## config.mk

```make
export PLATFORM = sky130hd
export DESIGN_NAME = ultrasonic_ranger_median_alert
export DESIGN_NICKNAME = d
export VERILOG_FILES = /design/src/sv/ura_pkg.sv /design/src/sv/ultrasonic_ranger_median_alert.sv
export SDC_FILE = /design/constraint.sdc
export NUM_CORES = 1
export LEC_CHECK = 0
export ABC_AREA = 1
export BUFFER_PORTS_ARGS = -buffer_cell sky130_fd_sc_hd__buf_2
export CORE_MARGIN = 4
export CORE_UTILIZATION = 55
export DETAILED_ROUTE_END_ITERATION = 6
export GPL_TIMING_DRIVEN = 0
export PLACE_DENSITY_LB_ADDON = 0.12
export SYNTH_ARGS = -nofsm -noshare
export SYNTH_HDL_FRONTEND = slang
export SYNTH_SLANG_ARGS = --single-unit
```

## constraint.sdc

```tcl
create_clock -name clk -period 6.04 [get_ports clk]
set_clock_uncertainty 0.2 [all_clocks]
set_input_delay 0.906 -clock clk [delete_from_list [all_inputs] [get_ports clk]]
set_output_delay 0.906 -clock clk [all_outputs]
set_load 0.01 [all_outputs]
```

## src/sv/ura_pkg.sv

```systemverilog
// Shared constants, types and helpers for the ultrasonic ranger with median alert.
`timescale 1ns / 1ps

package ura_pkg;

  // Field widths
  localparam int DIST_W = 11;
  localparam int THR_W  = 9;
  localparam int TMO_W  = 16;
  localparam int BEEP_W = 10;
  localparam int ZONE_W = 3;
  localparam int ADDR_W = 5;
  localparam int DATA_W = 32;

  // Timing constants
  localparam int US_PER_CM       = 58;
  localparam int TICKS_PER_MS    = 1000;
  localparam int SAMPLES         = 3;
  localparam int TRIG_LOW_TICKS  = 2;
  localparam int TRIG_HIGH_TICKS = 10;
  localparam int SUB_W           = $clog2(US_PER_CM);
  localparam int US_W            = $clog2(TICKS_PER_MS);

  // Sequencer phases
  localparam logic [2:0] PH_TRIG_LOW  = 3'd0;
  localparam logic [2:0] PH_TRIG_HIGH = 3'd1;
  localparam logic [2:0] PH_WAIT_RISE = 3'd2;
  localparam logic [2:0] PH_MEASURE   = 3'd3;
  localparam logic [2:0] PH_BEEP      = 3'd4;

  // Zone codes
  localparam logic [ZONE_W-1:0] ZONE_ERR      = 3'd0;
  localparam logic [ZONE_W-1:0] ZONE_FAR      = 3'd1;
  localparam logic [ZONE_W-1:0] ZONE_LONG     = 3'd2;
  localparam logic [ZONE_W-1:0] ZONE_MID      = 3'd3;
  localparam logic [ZONE_W-1:0] ZONE_SHORT    = 3'd4;
  localparam logic [ZONE_W-1:0] ZONE_CRITICAL = 3'd5;

  // Beep bands
  localparam logic [1:0] BAND_LONG  = 2'd0;
  localparam logic [1:0] BAND_MID   = 2'd1;
  localparam logic [1:0] BAND_SHORT = 2'd2;
  localparam logic [1:0] BAND_NONE  = 2'd3;

  // Register indexes (byte address = 4 * index)
  localparam logic [2:0] REG_FAR        = 3'd0;
  localparam logic [2:0] REG_MID        = 3'd1;
  localparam logic [2:0] REG_NEAR       = 3'd2;
  localparam logic [2:0] REG_CRITICAL   = 3'd3;
  localparam logic [2:0] REG_TIMEOUT    = 3'd4;
  localparam logic [2:0] REG_LONG_BEEP  = 3'd5;
  localparam logic [2:0] REG_MID_BEEP   = 3'd6;
  localparam logic [2:0] REG_SHORT_BEEP = 3'd7;

  // Register reset values
  localparam logic [THR_W-1:0]  FAR_RST        = 9'd150;
  localparam logic [THR_W-1:0]  MID_RST        = 9'd100;
  localparam logic [THR_W-1:0]  NEAR_RST       = 9'd70;
  localparam logic [THR_W-1:0]  CRITICAL_RST   = 9'd30;
  localparam logic [TMO_W-1:0]  TIMEOUT_RST    = 16'd17400;
  localparam logic [BEEP_W-1:0] LONG_BEEP_RST  = 10'd600;
  localparam logic [BEEP_W-1:0] MID_BEEP_RST   = 10'd300;
  localparam logic [BEEP_W-1:0] SHORT_BEEP_RST = 10'd20;

  // One result beat
  typedef struct packed {
    logic              trigger;
    logic              buzzer;
    logic              done_res;
    logic [DIST_W-1:0] distance_cm;
    logic              error;
    logic [ZONE_W-1:0] zone;
  } res_t;

  function automatic logic [DIST_W-1:0] median3(input logic [DIST_W-1:0] a,
                                                input logic [DIST_W-1:0] b,
                                                input logic [DIST_W-1:0] c);
    logic [DIST_W-1:0] m;
    if ((a >= b && a <= c) || (a >= c && a <= b)) begin
      m = a;
    end else if ((b >= a && b <= c) || (b >= c && b <= a)) begin
      m = b;
    end else begin
      m = c;
    end
    return m;
  endfunction

endpackage

```

## src/sv/ultrasonic_ranger_median_alert.sv

```systemverilog
// Ultrasonic ranger: trigger sequencer, echo width in cm, median of three, buzzer zones.
`timescale 1ns / 1ps

// Each accepted echo tick's result beat is registered straight into the output register.
// Throughput: one tick per cycle while in_stall is low; a tick step is one state-to-output pass.
// Echo width is kept directly in cm by a mod-58 sub-counter, so no divider is needed;
// beep length is tracked as ms plus us within the ms, so no multiplier is needed either.
// Reset (synchronous, rst_n low): trigger-low phase, counters zero, buzzer off, registers
// back to defaults, output register empty. Stored samples are not cleared.
module ultrasonic_ranger_median_alert (
  input  logic                         clk,
  input  logic                         rst_n,
  // tick input
  input  logic                         in_valid,
  output logic                         in_stall,
  input  logic                         in_echo,
  // result output
  output logic                         out_valid,
  input  logic                         out_stall,
  output logic                         out_trigger,
  output logic                         out_buzzer,
  output logic                         out_done_res,
  output logic [ura_pkg::DIST_W-1:0]   out_distance_cm,
  output logic                         out_error,
  output logic [ura_pkg::ZONE_W-1:0]   out_zone,
  // register port
  input  logic                         psel,
  input  logic                         penable,
  input  logic                         pwrite,
  input  logic [ura_pkg::ADDR_W-1:0]   paddr,
  input  logic [ura_pkg::DATA_W-1:0]   pwdata,
  output logic [ura_pkg::DATA_W-1:0]   prdata,
  output logic                         pready
);

  // ---------------------------------------------------------------------------
  // Configuration registers
  // ---------------------------------------------------------------------------
  logic [ura_pkg::THR_W-1:0]  far_r, mid_r, near_r, crit_r;
  logic [ura_pkg::TMO_W-1:0]  tmo_r;
  logic [ura_pkg::BEEP_W-1:0] long_beep_r, mid_beep_r, short_beep_r;
  logic                       wr_en;
  logic [2:0]                 reg_idx;

  assign pready  = 1'b1;
  assign reg_idx = paddr[ura_pkg::ADDR_W-1:2];
  assign wr_en   = psel & penable & pwrite & pready;

  always_ff @(posedge clk) begin
    if (!rst_n) begin
      far_r        <= ura_pkg::FAR_RST;
      mid_r        <= ura_pkg::MID_RST;
      near_r       <= ura_pkg::NEAR_RST;
      crit_r       <= ura_pkg::CRITICAL_RST;
      tmo_r        <= ura_pkg::TIMEOUT_RST;
      long_beep_r  <= ura_pkg::LONG_BEEP_RST;
      mid_beep_r   <= ura_pkg::MID_BEEP_RST;
      short_beep_r <= ura_pkg::SHORT_BEEP_RST;
    end else if (wr_en) begin
      case (reg_idx)
        ura_pkg::REG_FAR:        far_r        <= pwdata[ura_pkg::THR_W-1:0];
        ura_pkg::REG_MID:        mid_r        <= pwdata[ura_pkg::THR_W-1:0];
        ura_pkg::REG_NEAR:       near_r       <= pwdata[ura_pkg::THR_W-1:0];
        ura_pkg::REG_CRITICAL:   crit_r       <= pwdata[ura_pkg::THR_W-1:0];
        ura_pkg::REG_TIMEOUT:    tmo_r        <= pwdata[ura_pkg::TMO_W-1:0];
        ura_pkg::REG_LONG_BEEP:  long_beep_r  <= pwdata[ura_pkg::BEEP_W-1:0];
        ura_pkg::REG_MID_BEEP:   mid_beep_r   <= pwdata[ura_pkg::BEEP_W-1:0];
        ura_pkg::REG_SHORT_BEEP: short_beep_r <= pwdata[ura_pkg::BEEP_W-1:0];
        default: ;
      endcase
    end
  end

  always_comb begin
    case (reg_idx)
      ura_pkg::REG_FAR:        prdata = {{(ura_pkg::DATA_W-ura_pkg::THR_W){1'b0}}, far_r};
      ura_pkg::REG_MID:        prdata = {{(ura_pkg::DATA_W-ura_pkg::THR_W){1'b0}}, mid_r};
      ura_pkg::REG_NEAR:       prdata = {{(ura_pkg::DATA_W-ura_pkg::THR_W){1'b0}}, near_r};
      ura_pkg::REG_CRITICAL:   prdata = {{(ura_pkg::DATA_W-ura_pkg::THR_W){1'b0}}, crit_r};
      ura_pkg::REG_TIMEOUT:    prdata = {{(ura_pkg::DATA_W-ura_pkg::TMO_W){1'b0}}, tmo_r};
      ura_pkg::REG_LONG_BEEP:  prdata = {{(ura_pkg::DATA_W-ura_pkg::BEEP_W){1'b0}}, long_beep_r};
      ura_pkg::REG_MID_BEEP:   prdata = {{(ura_pkg::DATA_W-ura_pkg::BEEP_W){1'b0}}, mid_beep_r};
      ura_pkg::REG_SHORT_BEEP: prdata = {{(ura_pkg::DATA_W-ura_pkg::BEEP_W){1'b0}}, short_beep_r};
      default:                 prdata = '0;
    endcase
  end

  // ---------------------------------------------------------------------------
  // Sequencer state
  // cnt_r: tick counter for trigger, rise wait and fall wait; in the beep phase
  // its low bits hold the microseconds within the current ms (ms_r).
  // cm_r/sub_r: echo high width so far, as cm and ticks within the cm.
  // q_r: captured widths in cm.
  // ---------------------------------------------------------------------------
  logic [2:0]                   phase_r, phase_nxt;
  logic [ura_pkg::TMO_W-1:0]    cnt_r, cnt_nxt;
  logic [ura_pkg::DIST_W-1:0]   cm_r, cm_nxt;
  logic [ura_pkg::SUB_W-1:0]    sub_r, sub_nxt;
  logic [ura_pkg::BEEP_W-1:0]   ms_r, ms_nxt;
  logic [1:0]                   idx_r, idx_nxt;
  logic                         buzz_lvl_r, buzz_lvl_nxt;
  logic [ura_pkg::DIST_W-1:0]   q_r [ura_pkg::SAMPLES];
  logic [ura_pkg::DIST_W-1:0]   q_nxt [ura_pkg::SAMPLES];

  logic                         accept;
  logic                         out_valid_r;
  ura_pkg::res_t                res_r, res_nxt;

  // Step scratch
  logic [ura_pkg::TMO_W-1:0]    tmo_eff;
  logic [ura_pkg::TMO_W:0]      cnt_inc;
  logic [ura_pkg::US_W-1:0]     us_inc;
  logic [ura_pkg::BEEP_W-1:0]   ms_inc;
  logic [ura_pkg::BEEP_W-1:0]   beep_cur;
  logic [ura_pkg::BEEP_W-1:0]   beep_new;
  logic                         have_sample;
  logic [ura_pkg::DIST_W-1:0]   sample;
  logic [1:0]                   slot;
  logic [ura_pkg::DIST_W-1:0]   med;
  logic [ura_pkg::DIST_W-1:0]   far_x, mid_x, near_x, crit_x;
  logic [1:0]                   band;

  assign tmo_eff = (tmo_r == '0) ? ura_pkg::TMO_W'(1) : tmo_r;
  assign cnt_inc = {1'b0, cnt_r} + (ura_pkg::TMO_W+1)'(1);
  assign far_x   = ura_pkg::DIST_W'(far_r);
  assign mid_x   = ura_pkg::DIST_W'(mid_r);
  assign near_x  = ura_pkg::DIST_W'(near_r);
  assign crit_x  = ura_pkg::DIST_W'(crit_r);

  // beep length of the band parked in idx_r during a beep
  always_comb begin
    case (idx_r)
      ura_pkg::BAND_MID:   beep_cur = mid_beep_r;
      ura_pkg::BAND_SHORT: beep_cur = short_beep_r;
      default:             beep_cur = long_beep_r;
    endcase
  end

  always_comb begin
    phase_nxt    = phase_r;
    cnt_nxt      = cnt_r;
    cm_nxt       = cm_r;
    sub_nxt      = sub_r;
    ms_nxt       = ms_r;
    idx_nxt      = idx_r;
    buzz_lvl_nxt = buzz_lvl_r;
    q_nxt        = q_r;
    have_sample  = 1'b0;
    sample       = '0;
    slot         = '0;
    med          = '0;
    band         = ura_pkg::BAND_NONE;
    beep_new     = '0;
    us_inc       = '0;
    ms_inc       = '0;
    res_nxt      = '0;
    res_nxt.buzzer = buzz_lvl_r;

    case (phase_r)
      ura_pkg::PH_TRIG_HIGH: begin
        res_nxt.trigger = 1'b1;
        if (cnt_inc >= (ura_pkg::TMO_W+1)'(ura_pkg::TRIG_HIGH_TICKS)) begin
          phase_nxt = ura_pkg::PH_WAIT_RISE;
          cnt_nxt   = '0;
        end else begin
          cnt_nxt = cnt_inc[ura_pkg::TMO_W-1:0];
        end
      end
      ura_pkg::PH_WAIT_RISE: begin
        if (in_echo) begin
          // rising tick counts as the first high tick
          if (tmo_eff == ura_pkg::TMO_W'(1)) begin
            have_sample = 1'b1;
          end else begin
            phase_nxt = ura_pkg::PH_MEASURE;
            cnt_nxt   = ura_pkg::TMO_W'(1);
            cm_nxt    = '0;
            sub_nxt   = ura_pkg::SUB_W'(1);
          end
        end else begin
          cnt_nxt = cnt_inc[ura_pkg::TMO_W-1:0];
          if (cnt_inc >= {1'b0, tmo_eff}) begin
            have_sample = 1'b1;
          end
        end
      end
      ura_pkg::PH_MEASURE: begin
        if (in_echo) begin
          cnt_nxt = cnt_inc[ura_pkg::TMO_W-1:0];
          if (sub_r == ura_pkg::SUB_W'(ura_pkg::US_PER_CM - 1)) begin
            sub_nxt = '0;
            cm_nxt  = cm_r + ura_pkg::DIST_W'(1);
          end else begin
            sub_nxt = sub_r + ura_pkg::SUB_W'(1);
          end
          if (cnt_inc >= {1'b0, tmo_eff}) begin
            have_sample = 1'b1;
          end
        end else begin
          have_sample = 1'b1;
          sample      = cm_r;
        end
      end
      ura_pkg::PH_BEEP: begin
        res_nxt.buzzer = 1'b1;
        if (cnt_r[ura_pkg::US_W-1:0] == ura_pkg::US_W'(ura_pkg::TICKS_PER_MS - 1)) begin
          us_inc = '0;
          ms_inc = ms_r + ura_pkg::BEEP_W'(1);
        end else begin
          us_inc = cnt_r[ura_pkg::US_W-1:0] + ura_pkg::US_W'(1);
          ms_inc = ms_r;
        end
        cnt_nxt = ura_pkg::TMO_W'(us_inc);
        ms_nxt  = ms_inc;
        if (ms_inc >= beep_cur) begin
          buzz_lvl_nxt = 1'b0;
          phase_nxt    = ura_pkg::PH_TRIG_LOW;
          cnt_nxt      = '0;
          ms_nxt       = '0;
          idx_nxt      = '0;
        end
      end
      default: begin
        // trigger low, also taken by unused phase codes
        phase_nxt = ura_pkg::PH_TRIG_LOW;
        if (cnt_inc >= (ura_pkg::TMO_W+1)'(ura_pkg::TRIG_LOW_TICKS)) begin
          phase_nxt = ura_pkg::PH_TRIG_HIGH;
          cnt_nxt   = '0;
        end else begin
          cnt_nxt = cnt_inc[ura_pkg::TMO_W-1:0];
        end
      end
    endcase

    if (have_sample) begin
      slot        = (idx_r == 2'd3) ? 2'd0 : idx_r;
      q_nxt[slot] = sample;
      idx_nxt     = slot + 2'd1;
      phase_nxt   = ura_pkg::PH_TRIG_LOW;
      cnt_nxt     = '0;
      if (slot == 2'(ura_pkg::SAMPLES - 1)) begin
        // third width completes the set: slot 2 is the fresh sample
        med                 = ura_pkg::median3(q_r[0], q_r[1], sample);
        idx_nxt             = '0;
        res_nxt.done_res    = 1'b1;
        res_nxt.distance_cm = med;
        if (med == '0) begin
          res_nxt.error = 1'b1;
          res_nxt.zone  = ura_pkg::ZONE_ERR;
        end else if (med >= far_x) begin
          res_nxt.zone = ura_pkg::ZONE_FAR;
          buzz_lvl_nxt = 1'b0;
        end else if (med >= mid_x) begin
          res_nxt.zone = ura_pkg::ZONE_LONG;
          band         = ura_pkg::BAND_LONG;
        end else if (med >= near_x) begin
          res_nxt.zone = ura_pkg::ZONE_MID;
          band         = ura_pkg::BAND_MID;
        end else if (med >= crit_x) begin
          res_nxt.zone = ura_pkg::ZONE_SHORT;
          band         = ura_pkg::BAND_SHORT;
        end else begin
          res_nxt.zone = ura_pkg::ZONE_CRITICAL;
          buzz_lvl_nxt = 1'b1;
        end
        res_nxt.buzzer = buzz_lvl_nxt;

        case (band)
          ura_pkg::BAND_LONG:  beep_new = long_beep_r;
          ura_pkg::BAND_MID:   beep_new = mid_beep_r;
          ura_pkg::BAND_SHORT: beep_new = short_beep_r;
          default:             beep_new = '0;
        endcase

        if (band != ura_pkg::BAND_NONE) begin
          buzz_lvl_nxt = 1'b0;
          if (beep_new == '0) begin
            res_nxt.buzzer = 1'b0;
          end else begin
            res_nxt.buzzer = 1'b1;
            // beep runs longer than this single tick
            if (ura_pkg::TICKS_PER_MS > 1 || beep_new > ura_pkg::BEEP_W'(1)) begin
              buzz_lvl_nxt = 1'b1;
              phase_nxt    = ura_pkg::PH_BEEP;
              cnt_nxt      = ura_pkg::TMO_W'(1);
              ms_nxt       = '0;
              idx_nxt      = band;
            end
          end
        end
      end
    end
  end

  // ---------------------------------------------------------------------------
  // Beat handshake: one-deep output register; a tick is taken whenever the
  // register is empty or being drained this cycle.
  // ---------------------------------------------------------------------------
  assign in_stall = out_valid_r & out_stall;
  assign accept   = in_valid & ~in_stall;

  always_ff @(posedge clk) begin
    if (!rst_n) begin
      phase_r     <= ura_pkg::PH_TRIG_LOW;
      cnt_r       <= '0;
      cm_r        <= '0;
      sub_r       <= '0;
      ms_r        <= '0;
      idx_r       <= '0;
      buzz_lvl_r  <= 1'b0;
      out_valid_r <= 1'b0;
    end else begin
      if (accept) begin
        phase_r    <= phase_nxt;
        cnt_r      <= cnt_nxt;
        cm_r       <= cm_nxt;
        sub_r      <= sub_nxt;
        ms_r       <= ms_nxt;
        idx_r      <= idx_nxt;
        buzz_lvl_r <= buzz_lvl_nxt;
      end
      if (accept) begin
        out_valid_r <= 1'b1;
      end else if (!out_stall) begin
        out_valid_r <= 1'b0;
      end
    end
  end

  // payload: no reset
  always_ff @(posedge clk) begin
    if (accept) begin
      q_r   <= q_nxt;
      res_r <= res_nxt;
    end
  end

  assign out_valid       = out_valid_r;
  assign out_trigger     = res_r.trigger;
  assign out_buzzer      = res_r.buzzer;
  assign out_done_res    = res_r.done_res;
  assign out_distance_cm = res_r.distance_cm;
  assign out_error       = res_r.error;
  assign out_zone        = res_r.zone;

`ifndef NO_ASSERTIONS
  // while a beep runs the held buzzer level is high
  a_beep_level: assert property (@(posedge clk) disable iff (!rst_n)
    (phase_r == ura_pkg::PH_BEEP) |-> buzz_lvl_r)
    else $error("beep phase with buzzer level low");

  // a distance is never reported on a trigger-high tick
  a_done_no_trig: assert property (@(posedge clk) disable iff (!rst_n)
    (out_valid && out_done_res) |-> !out_trigger)
    else $error("done beat with trigger high");

  // error flag and error zone agree on a done beat
  a_err_zone: assert property (@(posedge clk) disable iff (!rst_n)
    (out_valid && out_done_res) |-> (out_error == (out_zone == ura_pkg::ZONE_ERR)))
    else $error("error flag and zone disagree");

  // non-done beats carry no distance
  a_idle_fields: assert property (@(posedge clk) disable iff (!rst_n)
    (out_valid && !out_done_res) |->
      (out_distance_cm == '0 && !out_error && out_zone == ura_pkg::ZONE_ERR))
    else $error("distance fields set without done");

  // sample slot never rests on the unused code
  a_idx_range: assert property (@(posedge clk) disable iff (!rst_n)
    accept |=> (idx_r != 2'd3))
    else $error("sample index out of range");
`endif

endmodule

```

==> run_results.csv <==
group,metric,value,unit
logic_synthesis,synth_top_cell_by_area,"dfxtp_1",
logic_synthesis,synthTopCellsByArea,"dfxtp_1 23%, ha_1 12%, edfxtp_1 11%, nand2_1 8.1%, inv_1 7.5%",
sta,grt_setup_unrepaired,"no",
sta,fin_ws,421,ps
pwr,pwr-share-clk,42.5,%
detailed_routing,vias,10700,
detailed_routing,antenna_left,0,
sta,maxSlewViolCount,0,
clock_tree,cts_buffers,17,
worst_setup_path,crit_family,"simple AND/OR/NAND/NOR gates",
floorplan,fp.dieH,151,um
clock_tree,post-cts-setup-buffers,0,
global_route,antenna_found_initial,0,
placement,port_buffers,62,
clock_tree,cts_buffer_depth,2,
pwr,switching_share,28.5,%
logic_synthesis,ys_warn_count,0,
worst_setup_path,crit_path_top_delay_cell,"dfxtp_1",
sta,holdWs,282,ps
finish,area_growth,11.7,%
clock_tree,cts_num_sinks,172,
detailed_routing,drc,0,
worst_setup_path,worstPathBufferInverterCount,8,
logic_synthesis,synth_adder_area_share,11.6,%
status,status,"complete, no violations",
pwr,power_frac_comb,10.9,%
detailed_routing,vias_per_cell,5.63,
logic_synthesis,synth_area,0.0113,mm2
clock_tree,clk_latency,440,ps
floorplan,fp.dieW,151,um
sta,setup_viol,0,
global_route,grt_pass1_wl,50100,um
detailed_routing,first_pass_iters,6,
finish,fin_nets,1766,
clock_tree,clk_pin_slew,70,ps
detailed_routing,wl_per_cell,16.9,um
logic_synthesis,synth-edff-count,40,
floorplan,io_pins,98,
worst_setup_path,cp.required,6130,ps
finish,num-fill-cells,1889,
hold_path,min_path_type,"flip-flop to flip-flop",
logic_synthesis,seq_area_frac_synth,34.0,%
logic_synthesis,synthXorXnorAreaFrac,1.32,%
flow_run,cap_viol_max_count,0,
logic_synthesis,synth_top_family_by_area,"simple AND/OR/NAND/NOR gates",
worst_setup_path,critPathMaxFanout,10,
pwr,power_density,205,mW/mm2
sta,min_period,5620,ps
placement,hpwl,24600,um
floorplan,core.rowCount,52,
sta,relSlewSlack,29.0,%
clock_tree,cts_tree,"yes",
floorplan,die_area,0.0229,mm2
worst_setup_path,startpoint_type,"flip-flop",
worst_setup_path,max_stage_delay,380,ps
finish,antennaDiodeCount,0,
logic_synthesis,synth.area.mux_share,0,%
sta,post-route-period-util,93.0,%
logic_synthesis,synth_cells,1520,
logic_synthesis,synth_compound_area_share,17.9,%
floorplan,coreArea,0.0202,mm2
worst_setup_path,crit_type,"flip-flop to flip-flop",
pwr,p_seq_share,46.6,%
logic_synthesis,synthSimpleGateAreaFrac,24.1,%
logic_synthesis,synth_common_cells,"245 x nand2_1, 225 x inv_1, 132 x a21oi_1, 132 x dfxtp_1, 122 x o21ai_0",
pwr,leakagePower,0.00571,uW
worst_setup_path,arrival,5710,ps
sta,timing.fmax,178,MHz
logic_synthesis,ys_types,62,
logic_synthesis,synth_top_area_share,23.4,%
logic_synthesis,synth-seq-cells,172,
logic_synthesis,synth_top_flop_cell,"dfxtp_1",
logic_synthesis,yosysMostFrequentCell,"nand2_1",
pwr,p_int,1850,uW
logic_synthesis,synthArstFlopShare,0,%
logic_synthesis,syn_area_per_cell,7.44,um2
clock_tree,root_buffer,"clkbuf_16",
sta,hold_viol_final,0,
clock_tree,cts_max_level,4,
finish,drive_gt1_share,14.1,%
worst_setup_path,worst_setup_path_end_kind,"flip-flop",
pwr,ir_drop,0.190,mV
global_route,grt_pass1_vias,9564,
global_route,grt_overflow,0,
global_route,grt_max_degree,28,
floorplan,initial_utilization,55.9,%
pwr,p_switching,740,uW
placement,gp_congestion,0.954,
sta,worstMarginPinSlew,1060,ps
placement,dp_slack,-19.3,ps
detailed_routing,wirelength,32200,um
detailed_routing,drt-initial-drc-count,833,
clock_tree,postCtsHoldBufs,0,
global_route,track_usage,28.1,%
[per-layer routing]
metal,track usage [%],vias to the layer above,wire [um]
met5,0,-,0
met4,7.80,0,660
met3,3.98,49,2070
met2,46.1,398,15000
met1,38.7,4962,14400
li1,-,5282,-
[layout by cell type, fill, tap and decap left out, types with 4 or more instances in the layout]
cell	synthesis	routed
ha_1	105	105
nor2_2	16	16
nor4_1	13	13
inv_1	225	222
a21o_1	4	4
o21ai_0	122	121
a221oi_1	8	8
conb_1	2	17
nor3_1	25	25
clkbuf_1	29	29
dfxtp_1	132	132
xor2_1	13	13
nand3_2	18	18
edfxtp_1	40	40
nor2_4	5	7
o22ai_1	22	22
inv_6	0	5
xnor2_1	4	4
a21oi_1	132	132
buf_2	3	64
clkbuf_16	0	18
a211oi_1	5	5
o2111ai_1	4	4
nand2_2	21	23
clkinv_1	4	4
nand4_1	28	28
nand3_1	58	58
inv_2	13	15
nor2_1	119	117
a21oi_2	12	12
buf_4	20	20
o211ai_1	21	21
nand2_1	245	243
[per-stage QoR]
| step | area (um2) | setup TNS [ps] | power (uW) | utilization (%) | cells |
|---|---|---|---|---|---|
| 2_1_floorplan | 11400 | 0 | 1410 | - | 1535 |
| 3_3_place_gp | 12000 | 0 | 1500 | 59.4 | 1867 |
| 3_5_place_dp | 12000 | -132 | 1510 | 59.4 | 1867 |
| 4_1_cts | 12600 | 0 | 2590 | 62.3 | 1899 |
| 5_1_grt | 12600 | 0 | 2680 | 62.4 | 1899 |
| 6_report | 12600 | 0 | 2590 | 62.4 | 1899 |
[kinds of logic after synthesis]
logic type,after synthesis
other cells,2
compound gates,354
simple gates,571
flops,172
xor+xnor,17
fa+ha+maj,105
buf+inv,299
[registers in the layout, summed over array words and instances, names as in the netlist, 10 cells and up]
| signal | cells |
|---|---|
| q_r | 22 |
| cnt_r | 16 |
| tmo_r | 16 |
| cm_r | 11 |
| out_distance_cm | 11 |
| long_beep_r | 10 |
| mid_beep_r | 10 |
| ms_r | 10 |
| short_beep_r | 10 |
[path summary, 6_finish.rpt]
kind / endpoint / start / slack [ps] / cells past startpoint
setup / recovery: ms_r[1] / phase_r[1] / 420 / 39
hold / removal: buzz_lvl_r / buzz_lvl_r / 280 / 2
setup reg to reg: ms_r[1] / phase_r[1] / 420 / 39
hold reg to reg: buzz_lvl_r / buzz_lvl_r / 280 / 2
[power groups by stage]
| stage | sequential, uW | clock [uW] | combinational [uW] |
|---|---|---|---|
| final | 1210 | 1100 | 282 |
| after global routing | 1210 | 1160 | 311 |
| after CTS | 1210 | 1110 | 275 |
| after detailed placement | 1240 | 0 | 274 |
| after global placement | 1230 | 0 | 270 |
| after floorplan | 1230 | 0 | 177 |
[worst min-delay path: cells and delay by family, from the launching register on]
family	cells	cell delay, ps
simple gates	1	60
compound gates	1	50
flops	1	320
[final cells by class]
type | count | area (um2) | area share, %
buffer | 56 | 334 | 2.64
clock buffer | 18 | 450 | 3.56
clock inverter | 14 | 139 | 1.10
inverter | 243 | 917 | 7.26
multi-input combinational | 1064 | 6300 | 49.9
sequential | 172 | 3840 | 30.4
tap | 270 | 338 | 2.67
timing repair buffer | 62 | 310 | 2.46
[repair_timing]
action,in CTS,in global routing
resized for setup,0,11
setup endpoints to repair,0,15
endpoints found under the hold margin,0,0
Note: power is estimated with default switching activity, not from simulation.
